### config.mk
export PLATFORM = sky130hd
export DESIGN_NAME = descriptor_slot_table
export DESIGN_NICKNAME = d
export VERILOG_FILES = /design/src/rtl/core/dslt_pkg.sv /design/src/rtl/core/dslt_ram.sv /design/src/rtl/core/dslt_ctrl.sv /design/src/rtl/core/dslt_dp.sv /design/src/rtl/core/descriptor_slot_table.sv
export SDC_FILE = /design/constraint.sdc
export NUM_CORES = 2
export LEC_CHECK = 0
export BUFFER_PORTS_ARGS = -buffer_cell sky130_fd_sc_hd__buf_4
export CAP_MARGIN = 20
export CORE_MARGIN = 8
export CORE_UTILIZATION = 35
export CTS_CLUSTER_SIZE = 12
export DETAILED_ROUTE_END_ITERATION = 7
export PLACE_DENSITY = 0.47
export SKIP_CTS_REPAIR_TIMING = 1
export SLEW_MARGIN = 5
export SYNTH_ARGS = -nofsm -noshare
export SYNTH_HDL_FRONTEND = slang
export SYNTH_SLANG_ARGS = --single-unit
export TNS_END_PERCENT = 50
### constraint.sdc
create_clock -name clk -period 4.8 [get_ports clk]
set_input_delay 0.24 -clock clk [delete_from_list [all_inputs] [get_ports clk]]
set_output_delay 0.24 -clock clk [all_outputs]
set_load 0.005 [all_outputs]
### src/rtl/core/dslt_pkg.sv
`timescale 1ns / 1ps

package dslt_pkg;

  localparam int SLOT_COUNT  = 64;
  localparam int HANDLE_BITS = 16;
  localparam int SLOT_W      = $clog2(SLOT_COUNT);
  localparam int OP_W        = 3;
  localparam int FD_W        = 7;
  localparam int ST_W        = 2;
  localparam int FD_OUT_W    = 6;

  // free-slot search tree: groups of eight slots
  localparam int GRP_SIZE  = 8;
  localparam int GRP_W     = $clog2(GRP_SIZE);
  localparam int GRP_COUNT = SLOT_COUNT / GRP_SIZE;
  localparam int GRP_SEL_W = $clog2(GRP_COUNT);

  typedef enum logic [OP_W-1:0] {
    OP_ALLOC     = 3'd0,
    OP_CLOSE     = 3'd1,
    OP_GET       = 3'd2,
    OP_DUP       = 3'd3,
    OP_DUP2      = 3'd4,
    OP_CLOSE_ALL = 3'd5
  } op_t;

  localparam logic [ST_W-1:0] ST_OK   = 2'd0;
  localparam logic [ST_W-1:0] ST_BAD  = 2'd1;
  localparam logic [ST_W-1:0] ST_FULL = 2'd2;

  typedef enum logic [1:0] {
    A_IN   = 2'd0,
    A_NFD  = 2'd1,
    A_SCAN = 2'd2
  } addr_sel_t;

  typedef struct packed {
    logic      accept;
    logic      ram_re;
    addr_sel_t addr_sel;
    logic      latch_src;
    logic      exec_load;
    logic      emit_load;
    logic      scan_inc;
  } cmd_t;

  typedef struct packed {
    logic any_used;
    logic scan_used;
    logic scan_final;
    logic out_free;
  } sts_t;

endpackage

### src/rtl/core/dslt_ram.sv
`timescale 1ns / 1ps

module dslt_ram #(
  parameter int WIDTH = 16,
  parameter int DEPTH = 64
) (
  input  logic                     clk,
  input  logic                     we,
  input  logic [$clog2(DEPTH)-1:0] waddr,
  input  logic [WIDTH-1:0]         wdata,
  input  logic                     re,
  input  logic [$clog2(DEPTH)-1:0] raddr,
  output logic [WIDTH-1:0]         rdata
);

  logic [WIDTH-1:0] mem_r [DEPTH];
  logic [WIDTH-1:0] rdata_r;

  always_ff @(posedge clk) begin
    if (we) begin
      mem_r[waddr] <= wdata;
    end
    if (re) begin
      rdata_r <= mem_r[raddr];
    end
  end

  assign rdata = rdata_r;

endmodule

### src/rtl/core/dslt_ctrl.sv
`timescale 1ns / 1ps

module dslt_ctrl
  import dslt_pkg::*;
(
  input  logic            clk,
  input  logic            rst_n,
  input  logic            in_valid,
  input  logic [OP_W-1:0] in_opcode,
  output logic            in_ready,
  input  sts_t            sts,
  output cmd_t            cmd
);

  typedef enum logic [4:0] {
    S_IDLE = 5'b00001,
    S_RD2  = 5'b00010,
    S_EXEC = 5'b00100,
    S_SCAN = 5'b01000,
    S_EMIT = 5'b10000
  } state_t;

  state_t state_r;
  state_t state_nxt;

  always_comb begin
    cmd          = '0;
    cmd.addr_sel = A_IN;
    state_nxt    = state_r;
    case (state_r)
      S_IDLE: begin
        cmd.ram_re = in_valid;
        cmd.accept = in_valid;
        if (in_valid) begin
          if (in_opcode == OP_DUP2) begin
            state_nxt = S_RD2;
          end else if (in_opcode == OP_CLOSE_ALL && sts.any_used) begin
            state_nxt = S_SCAN;
          end else begin
            state_nxt = S_EXEC;
          end
        end
      end
      S_RD2: begin
        cmd.addr_sel  = A_NFD;
        cmd.ram_re    = 1'b1;
        cmd.latch_src = 1'b1;
        state_nxt     = S_EXEC;
      end
      S_EXEC: begin
        if (sts.out_free) begin
          cmd.exec_load = 1'b1;
          state_nxt     = S_IDLE;
        end
      end
      S_SCAN: begin
        cmd.addr_sel = A_SCAN;
        if (sts.scan_used) begin
          cmd.ram_re = 1'b1;
          state_nxt  = S_EMIT;
        end else begin
          cmd.scan_inc = 1'b1;
        end
      end
      S_EMIT: begin
        cmd.addr_sel = A_SCAN;
        if (sts.out_free) begin
          cmd.emit_load = 1'b1;
          cmd.scan_inc  = 1'b1;
          state_nxt     = sts.scan_final ? S_IDLE : S_SCAN;
        end
      end
      default: begin
        state_nxt = S_IDLE;
      end
    endcase
  end

  always_ff @(posedge clk) begin
    if (!rst_n) begin
      state_r <= S_IDLE;
    end else begin
      state_r <= state_nxt;
    end
  end

  assign in_ready = (state_r == S_IDLE);

endmodule

### src/rtl/core/dslt_dp.sv
`timescale 1ns / 1ps

module dslt_dp
  import dslt_pkg::*;
(
  input  logic                   clk,
  input  logic                   rst_n,
  input  cmd_t                   cmd,
  output sts_t                   sts,
  input  logic [OP_W-1:0]        in_opcode,
  input  logic [FD_W-1:0]        in_fd,
  input  logic [FD_W-1:0]        in_new_fd,
  input  logic [HANDLE_BITS-1:0] in_handle,
  output logic                   out_valid,
  input  logic                   out_ready,
  output logic [ST_W-1:0]        out_status,
  output logic [FD_OUT_W-1:0]    out_fd_out,
  output logic [HANDLE_BITS-1:0] out_handle_out,
  output logic                   out_take_ref,
  output logic [HANDLE_BITS-1:0] out_drop_handle,
  output logic                   out_last
);

  logic [OP_W-1:0]        op_r;
  logic [FD_W-1:0]        fd_r;
  logic [FD_W-1:0]        nfd_r;
  logic [HANDLE_BITS-1:0] h_r;
  logic [HANDLE_BITS-1:0] src_r;
  logic [SLOT_W-1:0]      idx_r;
  logic [SLOT_COUNT-1:0]  used_r;
  logic [SLOT_COUNT-1:0]  used_nxt;
  logic [GRP_COUNT-1:0]   grp_any_r;
  logic [GRP_COUNT-1:0]   grp_any_nxt;
  logic [GRP_W-1:0]       grp_idx_r   [GRP_COUNT];
  logic [GRP_W-1:0]       grp_idx_nxt [GRP_COUNT];

  logic                   out_valid_r;
  logic [ST_W-1:0]        st_r;
  logic [FD_OUT_W-1:0]    fdo_r;
  logic [HANDLE_BITS-1:0] ho_r;
  logic                   take_r;
  logic [HANDLE_BITS-1:0] drop_r;
  logic                   last_r;

  logic                   ram_we;
  logic [SLOT_W-1:0]      ram_waddr;
  logic [HANDLE_BITS-1:0] ram_wdata;
  logic [SLOT_W-1:0]      ram_raddr;
  logic [HANDLE_BITS-1:0] ram_rdata;

  logic [GRP_SEL_W-1:0]   free_grp;
  logic                   free_any;
  logic [SLOT_W-1:0]      free_idx;
  logic [SLOT_COUNT-1:0]  rest_used;

  logic [HANDLE_BITS-1:0] src_h;
  logic [SLOT_W-1:0]      fd_idx;
  logic [SLOT_W-1:0]      nfd_idx;
  logic                   fd_ok;
  logic                   nfd_ok;
  logic                   src_used;
  logic                   dst_used;
  logic [ST_W-1:0]        x_st;
  logic [FD_OUT_W-1:0]    x_fdo;
  logic [HANDLE_BITS-1:0] x_ho;
  logic                   x_take;
  logic [HANDLE_BITS-1:0] x_drop;
  logic                   x_wr;
  logic [SLOT_W-1:0]      x_waddr;
  logic [HANDLE_BITS-1:0] x_wdata;
  logic                   x_set;
  logic                   x_clr;
  logic [SLOT_W-1:0]      x_slot;

  dslt_ram #(
    .WIDTH(HANDLE_BITS),
    .DEPTH(SLOT_COUNT)
  ) u_ram (
    .clk  (clk),
    .we   (ram_we),
    .waddr(ram_waddr),
    .wdata(ram_wdata),
    .re   (cmd.ram_re),
    .raddr(ram_raddr),
    .rdata(ram_rdata)
  );

  always_comb begin
    case (cmd.addr_sel)
      A_IN:    ram_raddr = in_fd[SLOT_W-1:0];
      A_NFD:   ram_raddr = nfd_r[SLOT_W-1:0];
      A_SCAN:  ram_raddr = idx_r;
      default: ram_raddr = in_fd[SLOT_W-1:0];
    endcase
  end

  // first level of the free-slot tree, registered
  always_comb begin
    for (int g = 0; g < GRP_COUNT; g++) begin
      grp_any_nxt[g] = ~&used_r[g*GRP_SIZE +: GRP_SIZE];
      grp_idx_nxt[g] = '0;
      for (int b = GRP_SIZE - 1; b >= 0; b--) begin
        if (!used_r[g*GRP_SIZE + b]) begin
          grp_idx_nxt[g] = GRP_W'(b);
        end
      end
    end
  end

  always_comb begin
    free_grp = '0;
    for (int g = GRP_COUNT - 1; g >= 0; g--) begin
      if (grp_any_r[g]) begin
        free_grp = GRP_SEL_W'(g);
      end
    end
    free_any = |grp_any_r;
    free_idx = {free_grp, grp_idx_r[free_grp]};
  end

  always_comb begin
    rest_used         = used_r;
    rest_used[idx_r]  = 1'b0;
  end

  always_comb begin
    fd_idx   = fd_r[SLOT_W-1:0];
    nfd_idx  = nfd_r[SLOT_W-1:0];
    fd_ok    = 32'(fd_r) < SLOT_COUNT;
    nfd_ok   = 32'(nfd_r) < SLOT_COUNT;
    src_used = fd_ok && used_r[fd_idx];
    dst_used = used_r[nfd_idx];
    src_h    = (op_r == OP_DUP2) ? src_r : ram_rdata;
    x_st     = ST_OK;
    x_fdo    = '0;
    x_ho     = '0;
    x_take   = 1'b0;
    x_drop   = '0;
    x_wr     = 1'b0;
    x_waddr  = free_idx;
    x_wdata  = src_h;
    x_set    = 1'b0;
    x_clr    = 1'b0;
    x_slot   = free_idx;
    case (op_r)
      OP_ALLOC: begin
        if (h_r == '0) begin
          x_st = ST_BAD;
        end else if (!free_any) begin
          x_st = ST_FULL;
        end else begin
          x_fdo   = FD_OUT_W'(free_idx);
          x_wr    = 1'b1;
          x_wdata = h_r;
          x_set   = 1'b1;
        end
      end
      OP_CLOSE: begin
        if (!src_used) begin
          x_st = ST_BAD;
        end else begin
          x_drop = src_h;
          x_clr  = 1'b1;
          x_slot = fd_idx;
        end
      end
      OP_GET: begin
        if (!src_used) begin
          x_st = ST_BAD;
        end else begin
          x_ho   = src_h;
          x_take = 1'b1;
        end
      end
      OP_DUP: begin
        if (!src_used) begin
          x_st = ST_BAD;
        end else if (!free_any) begin
          x_st = ST_FULL;
        end else begin
          x_fdo  = FD_OUT_W'(free_idx);
          x_ho   = src_h;
          x_take = 1'b1;
          x_wr   = 1'b1;
          x_set  = 1'b1;
        end
      end
      OP_DUP2: begin
        if (!src_used || !nfd_ok) begin
          x_st = ST_BAD;
        end else if (dst_used && ram_rdata == src_h) begin
          x_fdo = FD_OUT_W'(nfd_idx);
          x_ho  = src_h;
        end else begin
          x_fdo   = FD_OUT_W'(nfd_idx);
          x_ho    = src_h;
          x_take  = 1'b1;
          x_drop  = dst_used ? ram_rdata : '0;
          x_wr    = 1'b1;
          x_waddr = nfd_idx;
          x_set   = 1'b1;
          x_slot  = nfd_idx;
        end
      end
      OP_CLOSE_ALL: begin
        // only reached with an empty table
        x_st = ST_OK;
      end
      default: begin
        x_st = ST_BAD;
      end
    endcase
  end

  assign ram_we    = cmd.exec_load && x_wr;
  assign ram_waddr = x_waddr;
  assign ram_wdata = x_wdata;

  always_comb begin
    used_nxt = used_r;
    if (cmd.exec_load && x_set) begin
      used_nxt[x_slot] = 1'b1;
    end
    if (cmd.exec_load && x_clr) begin
      used_nxt[x_slot] = 1'b0;
    end
    if (cmd.emit_load) begin
      used_nxt[idx_r] = 1'b0;
    end
  end

  always_ff @(posedge clk) begin
    if (!rst_n) begin
      used_r      <= '0;
      out_valid_r <= 1'b0;
      grp_any_r   <= '1;
      for (int g = 0; g < GRP_COUNT; g++) begin
        grp_idx_r[g] <= '0;
      end
    end else begin
      used_r      <= used_nxt;
      out_valid_r <= (out_valid_r && !out_ready) || cmd.exec_load || cmd.emit_load;
      grp_any_r   <= grp_any_nxt;
      for (int g = 0; g < GRP_COUNT; g++) begin
        grp_idx_r[g] <= grp_idx_nxt[g];
      end
    end
  end

  always_ff @(posedge clk) begin
    if (cmd.accept) begin
      op_r  <= in_opcode;
      fd_r  <= in_fd;
      nfd_r <= in_new_fd;
      h_r   <= in_handle;
      idx_r <= '0;
    end else if (cmd.scan_inc) begin
      idx_r <= idx_r + 1'b1;
    end
    if (cmd.latch_src) begin
      src_r <= ram_rdata;
    end
    if (cmd.exec_load) begin
      st_r   <= x_st;
      fdo_r  <= x_fdo;
      ho_r   <= x_ho;
      take_r <= x_take;
      drop_r <= x_drop;
      last_r <= 1'b1;
    end else if (cmd.emit_load) begin
      st_r   <= ST_OK;
      fdo_r  <= '0;
      ho_r   <= '0;
      take_r <= 1'b0;
      drop_r <= ram_rdata;
      last_r <= ~|rest_used;
    end
  end

  assign sts.any_used   = |used_r;
  assign sts.scan_used  = used_r[idx_r];
  assign sts.scan_final = ~|rest_used;
  assign sts.out_free   = !out_valid_r || out_ready;

  assign out_valid       = out_valid_r;
  assign out_status      = st_r;
  assign out_fd_out      = fdo_r;
  assign out_handle_out  = ho_r;
  assign out_take_ref    = take_r;
  assign out_drop_handle = drop_r;
  assign out_last        = last_r;

endmodule

### src/rtl/core/descriptor_slot_table.sv
`timescale 1ns / 1ps
// channel  | handshake            | word
// ---------+----------------------+---------------------------------------------
// in       | in_valid / in_ready  | in_opcode, in_fd, in_new_fd, in_handle
// out      | out_valid / out_ready| out_status, out_fd_out, out_handle_out,
//          |                      | out_take_ref, out_drop_handle, out_last
//
// Steps: accept, execute; dup2 reads in between, one read port fetching source
// then target. Close all: accept, then a scan step per empty slot, a scan and an
// emit step per occupied one up to the highest; on an empty table accept, execute.
// Reset: occupancy flags clear at once; the handle memory is never cleared.
// Stalls: results wait in the output register; the next word is accepted
// meanwhile and its execute cycle holds until that register is free.

module descriptor_slot_table
  import dslt_pkg::*;
(
  input  logic                   clk,
  input  logic                   rst_n,
  input  logic                   in_valid,
  output logic                   in_ready,
  input  logic [OP_W-1:0]        in_opcode,
  input  logic [FD_W-1:0]        in_fd,
  input  logic [FD_W-1:0]        in_new_fd,
  input  logic [HANDLE_BITS-1:0] in_handle,
  output logic                   out_valid,
  input  logic                   out_ready,
  output logic [ST_W-1:0]        out_status,
  output logic [FD_OUT_W-1:0]    out_fd_out,
  output logic [HANDLE_BITS-1:0] out_handle_out,
  output logic                   out_take_ref,
  output logic [HANDLE_BITS-1:0] out_drop_handle,
  output logic                   out_last
);

  cmd_t cmd;
  sts_t sts;

  dslt_ctrl u_ctrl (
    .clk      (clk),
    .rst_n    (rst_n),
    .in_valid (in_valid),
    .in_opcode(in_opcode),
    .in_ready (in_ready),
    .sts      (sts),
    .cmd      (cmd)
  );

  dslt_dp u_dp (
    .clk            (clk),
    .rst_n          (rst_n),
    .cmd            (cmd),
    .sts            (sts),
    .in_opcode      (in_opcode),
    .in_fd          (in_fd),
    .in_new_fd      (in_new_fd),
    .in_handle      (in_handle),
    .out_valid      (out_valid),
    .out_ready      (out_ready),
    .out_status     (out_status),
    .out_fd_out     (out_fd_out),
    .out_handle_out (out_handle_out),
    .out_take_ref   (out_take_ref),
    .out_drop_handle(out_drop_handle),
    .out_last       (out_last)
  );

  a_one_word_in_flight: assert property (@(posedge clk) disable iff (!rst_n)
    (in_valid && in_ready) |=> !in_ready)
    else $error("word accepted while previous one still executing");

  a_error_clean: assert property (@(posedge clk) disable iff (!rst_n)
    (out_valid && out_status != ST_OK) |->
      (out_fd_out == '0 && out_handle_out == '0 && !out_take_ref &&
       out_drop_handle == '0 && out_last))
    else $error("error result carries payload");

  a_take_nonzero: assert property (@(posedge clk) disable iff (!rst_n)
    (out_valid && out_take_ref) |-> (out_handle_out != '0))
    else $error("reference taken on empty handle");

  a_scan_drop: assert property (@(posedge clk) disable iff (!rst_n)
    (out_valid && !out_last) |-> (out_drop_handle != '0 && out_status == ST_OK))
    else $error("close-all result without dropped handle");

endmodule
== Word-level counts from Yosys, hierarchy flattened ==
Memories as Yosys holds them, arrays and structs flattened. A register that Yosys moved wholly into a read port is not among the register bits.
Index checks and enable logic that the tools add are counted.

* Bitwise logic cells: 14
* Order comparisons: 8
* Reductions and logical operators: 42
* Mux-type cells: 165
* Equal/unequal tests: 19
* Add/sub/neg operators: 1

{| class="wikitable"
|+ Operators with widths
! kind !! number
|-
| 2-to-1 mux 16 bit || 15
|-
| 2-to-1 mux 3 bit || 80
|-
| bitwise AND 64 bit || 3
|-
| 2-to-1 mux 64 bit || 3
|-
| NOT 64 bit || 2
|-
| OR reduction 64 bit || 2
|-
| OR 64 bit || 1
|-
| AND reduction 8 bit || 8
|-
| 2-to-1 mux 6 bit || 10
|-
| case mux 16 bit (3 select lines) || 1
|-
| case mux 16 bit (2 select lines) || 1
|-
| less-than comparator 6 x 7 -> 1 bit, second input constant || 4
|-
| 2-to-1 mux 1 bit || 27
|-
| case mux 5 bit (5 select lines) || 1
|-
| case mux 6 bit (2 select lines) || 2
|-
| 2-to-1 mux 5 bit || 4
|-
| binary-select mux 1 bit (select 6 bit) || 3
|-
| case mux 6 bit (3 select lines) || 1
|-
| == test 16 bit || 1
|-
| logical NOT 16 bit || 1
|-
| less-than comparator 7 bit, second input constant || 2
|-
| logical NOT 1 bit || 13
|-
| demux 1 bit (select 6 bit) || 2
|-
| == test 3 bit, second input constant || 4
|-
| other kinds (26) || 58
|}

* RAM bits: 1048
* Memories kept: 2
* Output and inout port bits: 44
* Bits in registers: 175
* Input bits: 37

{| class="wikitable"
|+ Memory list
! name !! words !! width !! read ports !! clocked after Yosys merged registers in !! wr ports !! line !! text
|-
| u_dp.u_ram.mem_r || 64 || 16 || 1 || 1 || 1 || dslt_ram.sv:16 || <nowiki>logic [WIDTH-1:0] mem_r [DEPTH];</nowiki>
|-
| u_dp.grp_idx_r || 8 || 3 || 1 || 0 || 8 || dslt_dp.sv:34 || <nowiki>logic [GRP_W-1:0] grp_idx_r [GRP_COUNT];</nowiki>
|}

== Logic depth before layout (Yosys ltp) ==
An unclocked memory read counts as a cell.

* Depth in word-level cells: 22
* Depth in mapped cells: 17
* Depth with buffers taken out: 12

== Cells and area by module ==
A second synthesis with hierarchy kept.

* Cells, all modules: 3055
* Area, all modules: 51928.6 um^2

{| class="wikitable"
|+ Modules (own cells, without submodules)
! module !! seq. area each (um^2) !! instances !! cells each !! area each (um^2)
|-
| dslt_ram || 31230.0 || 1 || 1829 || 40199.8
|-
| dslt_dp || 4784.6 || 1 || 1175 || 11344.6
|-
| dslt_ctrl || 100.1 || 1 || 51 || 384.1
|}

== Least setup slack after synthesis ==
No wires, ideal clock.

* Path type: register to register
* Start point: register u_dp.nfd_r[0]
* End point: memory u_dp.u_ram.mem_r[36][0], enable pin
* Required time: 4410 ps
* Setup slack: 682 ps
* Stages on the path, launching flop included: 14
* Buffers on the path: 4
* Library setup time: 390 ps
* Data arrival time: 3728 ps
* Cell sequence: edfxtp_1 -> buf_6 -> buf_6 -> mux4_2 -> a22o_1 -> o31ai_2 -> o2111ai_2 -> o311ai_4 -> nand4_4 -> buf_2 -> buf_2 -> o41ai_1 -> nand3_1 -> nor2b_1

* Word-level cells in the longest chain between the ends: 9
* Elaborated cells on any way between the ends: 15
* Those cells by class: 1 x order compare; 10 x mux; 4 x reduce/logical

{| class="wikitable"
|+ RTL lines
! item !! line !! text
|-
| from (decl) || dslt_dp.sv:26 || <nowiki>logic [FD_W-1:0] nfd_r;</nowiki>
|-
| from (signal assigned) || dslt_dp.sv:254 || <nowiki>nfd_r <= in_new_fd;</nowiki>
|-
| binary-select mux 1 bit (select 6 bit) || dslt_dp.sv:132 || <nowiki>dst_used = used_r[nfd_idx];</nowiki>
|-
| 2-to-1 mux 1 bit (implied by the code) || dslt_dp.sv:132 ||
|-
| logical AND 1 bit || dslt_dp.sv:191 || <nowiki>end else if (dst_used && ram_rdata == src_h) begin</nowiki>
|-
| 2-to-1 mux 1 bit || dslt_dp.sv:191 ||
|-
| 2-to-1 mux 1 bit || dslt_dp.sv:189 || <nowiki>if (!src_used || !nfd_ok) begin</nowiki>
|-
| case mux 1 bit (3 select lines) || dslt_dp.sv:145 || <nowiki>case (op_r)</nowiki>
|-
| logical AND 1 bit || dslt_dp.sv:215 || <nowiki>assign ram_we = cmd.exec_load && x_wr;</nowiki>
|-
| 2-to-1 mux 1 bit || dslt_ram.sv:20 || <nowiki>if (we) begin</nowiki>
|-
| 2-to-1 mux 1 bit (implied by the code) || dslt_ram.sv:21 || <nowiki>mem_r[waddr] <= wdata;</nowiki>
|-
| to (decl) || dslt_ram.sv:16 ||
|}

Several ways; a longest one is shown, not always the timed one. The select of a mux whose other input is x is not followed.

== Worst setup path in the final report ==
* Start point: register u_dp.fd_r[0]
* End point: memory u_dp.u_ram.mem_r[29][0], enable pin

* Word-level cells in the longest chain between the ends: 10
* Elaborated cells on any way between the ends: 14
* Those cells by class: 1 x order compare; 9 x mux; 4 x reduce/logical

{| class="wikitable"
|+ RTL lines
! item !! line !! text
|-
| from (decl) || dslt_dp.sv:25 || <nowiki>logic [FD_W-1:0] fd_r;</nowiki>
|-
| from (signal assigned) || dslt_dp.sv:253 || <nowiki>fd_r <= in_fd;</nowiki>
|-
| binary-select mux 1 bit (select 6 bit) || dslt_dp.sv:131 || <nowiki>src_used = fd_ok && used_r[fd_idx];</nowiki>
|-
| 2-to-1 mux 1 bit (implied by the code) || dslt_dp.sv:131 ||
|-
| logical AND 1 bit (*) || dslt_dp.sv:131 ||
|-
| logical NOT 1 bit || n/a ||
|-
| logical OR 1 bit || dslt_dp.sv:189 ||
|-
| 2-to-1 mux 1 bit || dslt_dp.sv:189 ||
|-
| case mux 1 bit (3 select lines) || dslt_dp.sv:145 ||
|-
| logical AND 1 bit || dslt_dp.sv:215 ||
|-
| 2-to-1 mux 1 bit || dslt_ram.sv:20 ||
|-
| 2-to-1 mux 1 bit (implied by the code) || dslt_ram.sv:21 ||
|}

Every way passes the cells marked *; elsewhere a longest branch is shown, timed or not. The select of a mux whose other input is x is not followed.

==> results_dict.tcl <==
set metrics [dict create \
    clock_tree_from_tritoncts "yes" \
    initialDrtViolationCount 3270 \
    cp_num_cells 13 \
    drt-wirelength-per-cell_um 30.1 \
    power-per-cell-area_mw_per_mm2 402 \
    worstPathMaxFanout 33 \
    max-cap-violations 0 \
    post-dp-hpwl_mm 112 \
    cp-start-kind "flip-flop" \
    average_footprint_of_a_synthesized_cell_um2 16.7 \
    yosys.area_share.adder_pct 0.0720 \
    use_met2_pct 31.1 \
    net-switching-power_mw 5.92 \
    yosys.area_share.simple_pct 5.79 \
    slew-limit-headroom_pct 32.6 \
    drc 0 \
    synth.distinct_cells 96 \
    fin_util_pct 41.8 \
    final-setup-viol-count 0 \
    clk_root_buffer_cell "sky130_fd_sc_hd__clkbuf_16" \
    layout_common_cells "1130 x sky130_fd_sc_hd__edfxtp_1, 344 x sky130_fd_sc_hd__buf_4, 276 x sky130_fd_sc_hd__mux4_2" \
    grt_first_pass_wirelength_mm 237 \
    synthesis.area_mm2 0.0522 \
    detail_route.vias_per_cell 5.65 \
    clock_tree_buffer_depth 3 \
    timing.final.crit_period_ns 4.74 \
    cts-buffers-inserted 138 \
    final_min_period_over_clock_period_pct 98.8 \
    seq_area_frac_synth_pct 69.2 \
    wl_mm 165 \
    timing_worst_setup_path_type "reg2reg" \
    setup_repair_after_global_routing_missed_its_margin "yes" \
    overflow 0 \
    synth_xor_area_share_pct 0.369 \
    ant_nets 0 \
    outcome "complete, no violations" \
    seq_power_share_pct 50.1 \
    critical_path.cell_chain "buf_12 -> mux2i_1 -> a22oi_1 -> a211oi_1 -> or3_4 -> nor3_1 -> nor2_1 -> o31ai_4 -> a32oi_4 -> nor2_1 -> nand2_1 -> nor2_1 -> buf_4" \
    cpLargestDelayFamily "simple AND/OR/NAND/NOR gates" \
    clock_tree.htree_level_count 4 \
    post_synthesis_compound_gate_area_fraction_pct 7.82 \
    syn-instance-count 3117 \
    postSynthRegisterBits 1239 \
    fin_setup_tns_ns 0 \
    max_clock_freq_ghz 0.211 \
    timing.critical_path.buf_inv 2 \
    area_of_the_placeable_core_mm2 0.148 \
    layout-drive-gt1-share_pct 26.5 \
    worstHoldPathType "in2reg" \
    grt_antenna_before_repair 5 \
    synth_flop_cell "sky130_fd_sc_hd__edfxtp_1" \
    insertion_delay_ns 0.76 \
    placementRows 141 \
    design.final.nets 3498 \
    drt-pass1-iter-count 6 \
    mostFrequentLayoutCell "sky130_fd_sc_hd__edfxtp_1" \
    setup.worst_path.end_class "flip-flop" \
    final_hold_viol_count 0 \
    grt_util_met1_pct 28.1 \
    clk_pin_slew_worst_paths_ns 0.05 \
    critical_path.slowest_cell "sky130_fd_sc_hd__nand2_1" \
    layout.filler_cells 13249 \
    proportion_of_total_power_due_to_net_switching_pct 23.8 \
    floorplan.initialDensity_pct 35.3 \
    ys_async_sr_fraction_pct 0 \
    timing.critical_path.arrival_ns 5.16 \
    cellLeakagePower_nw 20.0 \
    synth-warning-count 0 \
    tightestPinTransition_ns 0.983 \
    use_met3_pct 3.72 \
    gr-usage-all-layers_pct 20.0 \
    floorplan.io_pins 81 \
    peakVddDrop_uv 320 \
    io_buffer_count 80 \
    via_count_of_the_first_global_routing_pass 31861 \
    yosys-mux-area-fraction_pct 14.7 \
    synth_top_family_by_area "multiplexers" \
    finalMaxSlewViolations 0 \
    top_usage_layer "met2" \
    number_of_enable_flip_flop_cells_after_synthesis 1130 \
    hold-path-cell-count 3 \
    cts_sinks 1239 \
    critical-path-top-cell-by-count "sky130_fd_sc_hd__nor2_1" \
    ff2ff_path_depth 13 \
    syn-num-nets 3157 \
    required_ns 5.22 \
    finalClockSkew_ns 0.0341 \
    power.share.clock_pct 40.8 \
    flow.area_growth_from_synthesis_pct 18.5 \
    globalplace.congestion 1.01 \
    power_frac_comb_pct 9.1 \
    floorplan.die.height_um 402 \
    p_int_mw 18.9 \
    grt_start_max_net_pins 87 \
    die_area_mm2 0.162 \
    vias 30981 \
    fp.dieW_um 402 \
    cp_slowest_stage_delay_ns 0.59 \
]
[cell type report]
class / count / area [um2] / share of cell area [%]
clock buffer: 175 / 3730 / 6.03
sequential: 1239 / 36100 / 58.4
multi-input combinational: 1636 / 15300 / 24.8
clock inverter: 57 / 559 / 0.905
inverter: 33 / 124 / 0.200
antenna: 1 / 2.50 / 0.00405
tap: 1930 / 2410 / 3.91
timing repair buffer: 410 / 3550 / 5.75
[metal layers]
metal  routed length (um)  part of all wire (%)
met3                10000                   6.1
met5                    0                     0
met1                74000                    45
met2                75200                    46
met4                 6030                   3.7
[worst min-delay path, cell delays in order]
cell                       delay (ns)
sky130_fd_sc_hd__buf_4           0.07
sky130_fd_sc_hd__nand2b_1        0.23
sky130_fd_sc_hd__a21boi_0        0.13
[state kept, by name, summed over array words and instances, names as in the netlist, 8 cells and up]
name,cells
u_dp.grp_any_r,8
u_dp.grp_idx_r,24
u_dp.h_r,16
u_dp.out_drop_handle,16
u_dp.out_handle_out,16
u_dp.src_r,16
u_dp.u_ram.mem_r,1024
u_dp.u_ram.rdata,16
u_dp.used_r,64
[power groups by stage]
| stage | registers (mW) | clock network [mW] | logic [mW] |
|---|---|---|---|
| floorplan | 12.6 | 0 | 1.17 |
| global placement | 12.7 | 0 | 2.18 |
| detailed placement | 12.7 | 0 | 2.25 |
| CTS | 12.5 | 10.4 | 2.25 |
| global route | 12.5 | 10.7 | 2.42 |
| finish | 12.4 | 10.1 | 2.26 |
[synth_stat cells (all sizes together) (4+ instances only)]
cell type | count | area (um2)
a211oi | 171 | 1360
a21oi | 176 | 881
a221o | 6 | 60.1
a221oi | 7 | 67.6
a22o | 5 | 43.8
a22oi | 29 | 218
a31oi | 10 | 68.8
and2 | 27 | 169
and3 | 12 | 75.1
buf | 66 | 384
clkbuf | 143 | 537
dfxtp | 109 | 2180
edfxtp | 1130 | 33900
inv | 32 | 120
mux2 | 11 | 124
mux2i | 132 | 1340
mux4 | 276 | 6220
nand2 | 120 | 450
nand2b | 6 | 37.5
nand3 | 39 | 213
nand3b | 8 | 60.1
nand4 | 26 | 178
nor2 | 167 | 629
nor2b | 82 | 513
nor3 | 36 | 229
nor3b | 5 | 63.8
nor4 | 35 | 234
o2111ai | 4 | 41.3
o211ai | 5 | 37.5
o21ai | 150 | 777
o22ai | 4 | 31.3
o31ai | 9 | 91.3
or3 | 5 | 41.3
xor2 | 19 | 166
[through the flow]
step           hold slack [ns]  power (mW)  setup slack [ns]  area [um2]  std cells
3_5_place_dp             0.421        14.9           -0.0692       57100       5209
5_1_grt                 0.0151        25.6            -0.157       61800       5480
2_1_floorplan            0.339        13.8             0.682       52200       3117
4_1_cts                 -0.408        25.1           -0.0779       61400       5441
6_report              0.000783        24.8            0.0592       61800       5481
3_3_place_gp             0.420        14.9           -0.0947       57000       5206
[worst paths after layout]
check | startpoint | endpoint | slack, ns
worst min-delay path | out_ready | u_dp.out_valid$_SDFF_PN0_ | 0.0008
worst max-delay path | u_dp.fd_r[0]$_DFFE_PP_ | u_dp.u_ram.mem_r[29][0]$_DFFE_PP_ | 0.06
worst min register to register | u_dp.out_last$_SDFFE_PP1P_ | u_dp.out_last$_SDFFE_PP1P_ | 0.51
worst max register to register | u_dp.fd_r[0]$_DFFE_PP_ | u_dp.u_ram.mem_r[29][0]$_DFFE_PP_ | 0.06
[kinds of logic after synthesis]
kind of cell             Yosys count
multiplexers                     419
adder cells (fa/ha/maj)            3
buffers and inverters            242
flip-flops                      1239
AO/OA/AOI/OAI                    612
AND/OR/NAND/NOR                  580
XOR/XNOR                          22
No activity file was read; power rests on OpenSTA's default activity.
